--- config.mk ---
export PLATFORM = sky130hd
export DESIGN_NAME = calendar_to_day_number
export DESIGN_NICKNAME = d
export VERILOG_FILES = /design/src/hw/rtl/cdn_pkg.sv /design/src/hw/rtl/cdn_core.sv /design/src/hw/rtl/calendar_to_day_number.sv
export SDC_FILE = /design/constraint.sdc
export NUM_CORES = 1
export LEC_CHECK = 0
export BUFFER_PORTS_ARGS = -buffer_cell sky130_fd_sc_hd__buf_2
export CORE_MARGIN = 10
export CORE_UTILIZATION = 60
export DETAILED_ROUTE_END_ITERATION = 16
export PLACE_DENSITY = 0.88
export SLEW_MARGIN = 0
export SYNTH_ARGS = -nofsm -noshare
export SYNTH_HDL_FRONTEND = slang
export SYNTH_SLANG_ARGS = --single-unit
--- constraint.sdc ---
create_clock -name clock -period 16.2 [get_ports clock]
set_input_delay 2.43 -clock clock [delete_from_list [all_inputs] [get_ports clock]]
set_output_delay 2.43 -clock clock [all_outputs]
set_load 0.02 [all_outputs]
--- src/hw/rtl/cdn_pkg.sv ---
package cdn_pkg;

   typedef logic signed [14:0] year_type;
   typedef logic [3:0]         month_type;
   typedef logic [4:0]         dom_type;
   typedef logic [4:0]         hour_type;
   typedef logic [5:0]         minute_type;
   typedef logic [5:0]         second_type;
   typedef logic signed [22:0] whole_days_type;
   typedef logic [16:0]        day_seconds_type;

   typedef struct packed {
      year_type   year;
      month_type  month;
      dom_type    day_of_month;
      hour_type   hour;
      minute_type minute;
      second_type second;
   } date_type;

   typedef struct packed {
      whole_days_type  whole_days;
      day_seconds_type day_seconds;
   } result_type;

   localparam logic [16:0]        SecondsPerDay  = 17'd86400;
   localparam logic [16:0]        SecondsPerHour = 17'd3600;
   localparam logic [16:0]        SecondsPerMin  = 17'd60;
   localparam logic signed [26:0] EpochOffset    = 27'sd694025;
   localparam logic signed [26:0] WholeDaysMax   = 27'sd4194303;
   localparam logic signed [26:0] WholeDaysMin   = -27'sd4194304;
   localparam logic signed [14:0] GregorianYear  = 15'sd1582;
   localparam month_type          GregorianMonth = 4'd10;
   localparam logic [5:0]         GregorianDay   = 6'd15;
   localparam month_type          MonthMarch     = 4'd3;
   // 1461/4 days per year, 1/100 via 5243/2^19
   localparam logic signed [26:0] QuarterDaysPerYear = 27'sd1461;
   localparam logic [12:0]        CenturyRecip       = 13'd5243;
   localparam int                 CenturyShift       = 19;

   // floor(30.6001 * (m + 1)); Jan/Feb map to months 13 and 14, month zero to month 12
   function automatic logic [8:0] month_days(input month_type month);
      logic [8:0] days;
      unique case (month)
         4'd0:    days = 9'd397;
         4'd1:    days = 9'd428;
         4'd2:    days = 9'd459;
         4'd3:    days = 9'd122;
         4'd4:    days = 9'd153;
         4'd5:    days = 9'd183;
         4'd6:    days = 9'd214;
         4'd7:    days = 9'd244;
         4'd8:    days = 9'd275;
         4'd9:    days = 9'd306;
         4'd10:   days = 9'd336;
         4'd11:   days = 9'd367;
         4'd12:   days = 9'd397;
         4'd13:   days = 9'd428;
         4'd14:   days = 9'd459;
         default: days = 9'd489;
      endcase
      return days;
   endfunction

endpackage

--- src/hw/rtl/cdn_core.sv ---
module cdn_core (
   input  cdn_pkg::date_type   date,
   output cdn_pkg::result_type result
);
   import cdn_pkg::*;

   logic [16:0]        secs_raw;
   logic               carry;
   logic signed [15:0] y_base;
   logic signed [15:0] y;
   logic               early;
   logic               julian;
   logic [5:0]         dom_carry;
   logic [26:0]        century_prod;
   logic [7:0]         century;
   logic signed [9:0]  b;
   logic signed [26:0] year_prod;
   logic signed [26:0] c;
   logic signed [26:0] sum;

   assign secs_raw = 17'(date.hour) * SecondsPerHour
                   + 17'(date.minute) * SecondsPerMin
                   + 17'(date.second);
   assign carry    = (secs_raw >= SecondsPerDay);

   assign early  = (date.month < MonthMarch);
   assign y_base = (date.year < 0) ? 16'(date.year) + 16'sd1 : 16'(date.year);
   assign y      = early ? y_base - 16'sd1 : y_base;

   assign dom_carry = {1'b0, date.day_of_month} + {5'd0, carry};
   assign julian = (date.year < GregorianYear) ||
                   ((date.year == GregorianYear) &&
                    ((date.month < GregorianMonth) ||
                     ((date.month == GregorianMonth) && (dom_carry < GregorianDay))));

   // y is positive whenever the correction is applied
   assign century_prod = 27'(y[13:0]) * 27'(CenturyRecip);
   assign century      = century_prod[CenturyShift +: 8];
   assign b = julian ? 10'sd0
                     : 10'sd2 - $signed({2'b00, century}) + $signed({4'b0000, century[7:2]});

   // truncation of (1461y - 3)/4 for negative y equals floor(1461y/4)
   assign year_prod = 27'(y) * QuarterDaysPerYear;
   assign c         = (year_prod >>> 2) - EpochOffset;

   assign sum = c + 27'(b)
              + $signed({18'd0, month_days(date.month)})
              + $signed({22'd0, date.day_of_month})
              + $signed({26'd0, carry});

   always_comb begin
      priority if (sum > WholeDaysMax) begin
         result.whole_days = WholeDaysMax[22:0];
      end else if (sum < WholeDaysMin) begin
         result.whole_days = WholeDaysMin[22:0];
      end else begin
         result.whole_days = sum[22:0];
      end
      result.day_seconds = carry ? secs_raw - SecondsPerDay : secs_raw;
   end

endmodule

--- src/hw/rtl/calendar_to_day_number.sv ---
// Calendar date and UTC time to day number from 1899 Dec 31 midnight.
// An accepted request beat goes to its response beat through the input
// register, then the result register after one pass of conversion logic.
// Throughput: one beat per cycle while the response side does not stall, set by the two-stage register pipeline.
// Reset clears both stage valid flags; payload registers are not reset.
module calendar_to_day_number (
   input  logic                     clock,
   input  logic                     reset,
   input  logic                     req_valid,
   output logic                     req_stall,
   input  cdn_pkg::year_type        req_year,
   input  cdn_pkg::month_type       req_month,
   input  cdn_pkg::dom_type         req_day_of_month,
   input  cdn_pkg::hour_type        req_hour,
   input  cdn_pkg::minute_type      req_minute,
   input  cdn_pkg::second_type      req_second,
   output logic                     rsp_valid,
   input  logic                     rsp_stall,
   output cdn_pkg::whole_days_type  rsp_whole_days,
   output cdn_pkg::day_seconds_type rsp_day_seconds
);
   import cdn_pkg::*;

   date_type   date_in;
   date_type   date_ff;
   result_type result_in;
   result_type result_ff;
   logic       in_valid_ff;
   logic       in_valid_in;
   logic       rsp_valid_ff;
   logic       rsp_valid_in;
   logic       advance;
   logic       load_in;

   assign date_in = '{year:         req_year,
                      month:        req_month,
                      day_of_month: req_day_of_month,
                      hour:         req_hour,
                      minute:       req_minute,
                      second:       req_second};

   assign advance   = !rsp_valid_ff || !rsp_stall;
   assign req_stall = in_valid_ff && !advance;
   assign load_in   = req_valid && !req_stall;

   assign in_valid_in  = req_stall ? in_valid_ff : req_valid;
   assign rsp_valid_in = advance ? in_valid_ff : rsp_valid_ff;

   cdn_core u_core (
      .date   (date_ff),
      .result (result_in)
   );

   always_ff @(posedge clock) begin
      if (reset) begin
         in_valid_ff  <= 1'b0;
         rsp_valid_ff <= 1'b0;
      end else begin
         in_valid_ff  <= in_valid_in;
         rsp_valid_ff <= rsp_valid_in;
      end
   end

   always_ff @(posedge clock) begin
      if (load_in) begin
         date_ff <= date_in;
      end
      if (advance && in_valid_ff) begin
         result_ff <= result_in;
      end
   end

   assign rsp_valid       = rsp_valid_ff;
   assign rsp_whole_days  = result_ff.whole_days;
   assign rsp_day_seconds = result_ff.day_seconds;

   a_secs_range: assert property (@(posedge clock) disable iff (reset)
      rsp_valid_ff |-> (result_ff.day_seconds < SecondsPerDay))
      else $error("day_seconds out of range");

   a_stall_only_when_full: assert property (@(posedge clock) disable iff (reset)
      req_stall |-> in_valid_ff)
      else $error("stall without a held beat");

   a_accept_fills: assert property (@(posedge clock) disable iff (reset)
      load_in |=> in_valid_ff)
      else $error("accepted beat lost in input stage");

   a_advance_fills: assert property (@(posedge clock) disable iff (reset)
      (in_valid_ff && advance) |=> rsp_valid_ff)
      else $error("beat lost between stages");

endmodule

==> impl_metrics.yaml <==
floorplan:
  io_pins: 87
  core_area_sq_um: 25980
  rows: 59
  initial_core_util_pct: 60.66
  die_w_um: 182.1
  die_height_um: 182.1
  die_area_sq_um: 33150
critical_path:
  reg2reg_setup_slack_ps: 1790
  cpPeakStageDelay_ps: 890
  path_delay_family: "adder cells"
  cp-end-kind: "flop"
  r2r-end: "rsp_whole_days[7]"
  cp_max_fo: 22
  cp.required_ps: 16290
  cp-start-kind: "flop"
  path_common_cell: "ha_1"
  worstRegToRegCells: 49
  crit_arrival_ps: 14490
  crit_buf_inv: 10
  path_class: "flop to flop"
  reg2reg_from: "date_ff[26]"
  crit_path_top_delay_cell: "xnor2_1"
  crit_cells: 49
placement:
  gp_congestion: 1.024
  dp_hpwl_um: 31310
  portBuffers: 86
  dp_slack_ps: 1967
drt:
  drt_iter0_drc: 830
  via_count: 11770
  drt_pass1_iterations: 8
  drc_errors: 0
  wl_per_cell_um: 17.46
  antenna_left: 0
  wirelength_um: 36070
  via_per_inst: 5.695
logic_synthesis:
  yosysUniqueCellTypes: 80
  synth_edf_count: 81
  syn_area_per_cell_sq_um: 9.588
  syn-num-nets: 2164
  ys_async_sr_fraction_pct: 0
  syn-instance-count: 1644
  synthFlopType: "edfxtp_1"
  syn_area_sq_um: 15760
  synth_sequential_area_ratio_pct: 16.83
  synth_seq_cells: 92
  yosysWarnings: 0
final_layout:
  final_core_util_pct: 64.98
  final_cell_mix: "inv_1 (358), ha_1 (319), fa_1 (156)"
  drive_above_1_share_pct: 8.492
  layout.nets: 2246
  layout_commonest_cell: "inv_1"
  antenna_cells: 0
  fillers: 1991
  syn2layout_area_growth_pct: 7.128
sta:
  period_needed_ps: 14410
  fmax_mhz: 69.41
  drv_slew: 0
  skew_ps: 8.900
  worst_slew_pin_slew_ps: 1088
  tns_ps: 0
  setup_viol: 0
  hold_viol_final: 0
  rsz0062_at_grt: "false"
  period_share_pct: 88.93
  slew_headroom_pct: 26.96
  worst_slack_ps: 1793
  fin_hold_ws_ps: 480.9
run_status:
  status: "finished clean"
global_routing:
  grt_first_pass_wirelength_um: 59710
  met2_usage_pct: 39.18
  grt_max_degree: 41
  gr-max-usage-layer: "met2"
  grt.total_usage_pct: 21.69
  globalRouteMet3Util_pct: 3.422
  overflow: 0
  antenna_found_initial: 0
  met1_usage_pct: 24.44
  grt_pass1_vias: 12580
clock_tree:
  cts_resized: 0
  post_cts_buffers: 0
  cts.sink_count: 92
  root_buffer: "clkbuf_16"
  numCtsBuffers: 9
  clk_pin_slew_ps: 70
  holdBufCountCts: 0
  cts.htree.levels: 3
  cts_tree: "yes"
  cts_buffer_depth: 2
  clk_latency_ps: 350
min_path:
  worst_hold_startpoint: "date_ff[1]"
  hp-class: "flop to flop"
  min_to: "rsp_day_seconds[1]"
  min_delay_path_depth: 0
run:
  max_cap_violations: 0
[worst reg2reg max path: cells and delay by family, from the launching register on]
family / cells / cell delay [ps]
compound gates: 15 / 4340
xor+xnor: 4 / 1490
fa+ha+maj: 12 / 4350
buf+inv: 10 / 1550
flops: 1 / 470
mux: 1 / 280
simple gates: 7 / 1660
[per-layer routing]
layer | routed length (um) | vias to the layer above | part of all wire (%)
met3 | 1726 | 101 | 4.8
met5 | 0 | - | 0
met2 | 18290 | 353 | 51
met4 | 1736 | 0 | 4.8
li1 | - | 5668 | -
met1 | 14310 | 5643 | 40
[cell type report]
type,instances,area (sq um),share of cell area [%]
Multi-Input combinational cell,1169,11670,69.12
Sequential cell,92,2653,15.71
Inverter,360,1351,8.002
Timing Repair Buffer,94,490.5,2.905
Tap cell,335,419.2,2.482
Clock buffer,9,225.2,1.334
Clock inverter,7,75.07,0.4446
[cell families after synthesis]
| family | after synthesis | share of synthesized area, % |
|---|---|---|
| flops | 92 | 16.83 |
| mux | 11 | 0.8017 |
| fa+ha+maj | 475 | 45.13 |
| buf+inv | 383 | 9.240 |
| xor+xnor | 130 | 7.223 |
| simple gates | 264 | 8.501 |
| compound gates | 289 | 12.27 |
[how the worst max path moves through the flow]
stage	start	to	slack, ps
after detailed placement	date_ff[23]	rsp_whole_days[7]	1970
after global placement	date_ff[23]	rsp_whole_days[9]	2570
after floorplan	date_ff[26]	rsp_whole_days[13]	3250
after CTS	date_ff[23]	rsp_whole_days[7]	1890
after global routing	date_ff[26]	rsp_whole_days[10]	920
final	date_ff[26]	rsp_whole_days[7]	1790
[cell usage after synthesis (7+ instances only)]
cell type  instances  area share [%]
o21bai_1          14            0.67
a21oi_1           84             2.7
o21a_1            13            0.62
a31oi_1           10            0.40
o21ai_1            9            0.29
and3_1            13            0.52
o21ai_0           54             1.7
a21o_1            33             1.6
xnor2_1           87             4.8
clkbuf_1          19            0.45
nand2_1           65             1.5
and2_1             9            0.36
a211oi_1           9            0.43
fa_1             156              20
nand2b_1          16            0.64
nand4_1           15            0.60
mux2i_1            7            0.44
dfxtp_1           11             1.4
xor2_1            43             2.4
nor2_1            56             1.3
inv_1            358             8.5
edfxtp_1          81              15
nor3_1            16            0.51
nand3_1           30            0.95
nor2b_1           11            0.44
or2_2             10            0.40
ha_1             319              25
[state kept, by name (all words and copies together), names as in the netlist, named ones only]
signal and cells:
rsp_day_seconds 17, in_valid_ff 1, rsp_valid 1, date_ff 41
rsp_whole_days 23
[metrics by stage]
stage / instance area, sq um / cells
after floorplan: 15760 / 1644
after global placement: 16590 / 2050
after detailed placement: 16590 / 2050
after CTS: 16890 / 2066
after global routing: 16890 / 2066
final: 16890 / 2066
Power is left out: the tool's default activity adds up to more than one toggle a clock period on the data nets, which glitch-free logic cannot reach.
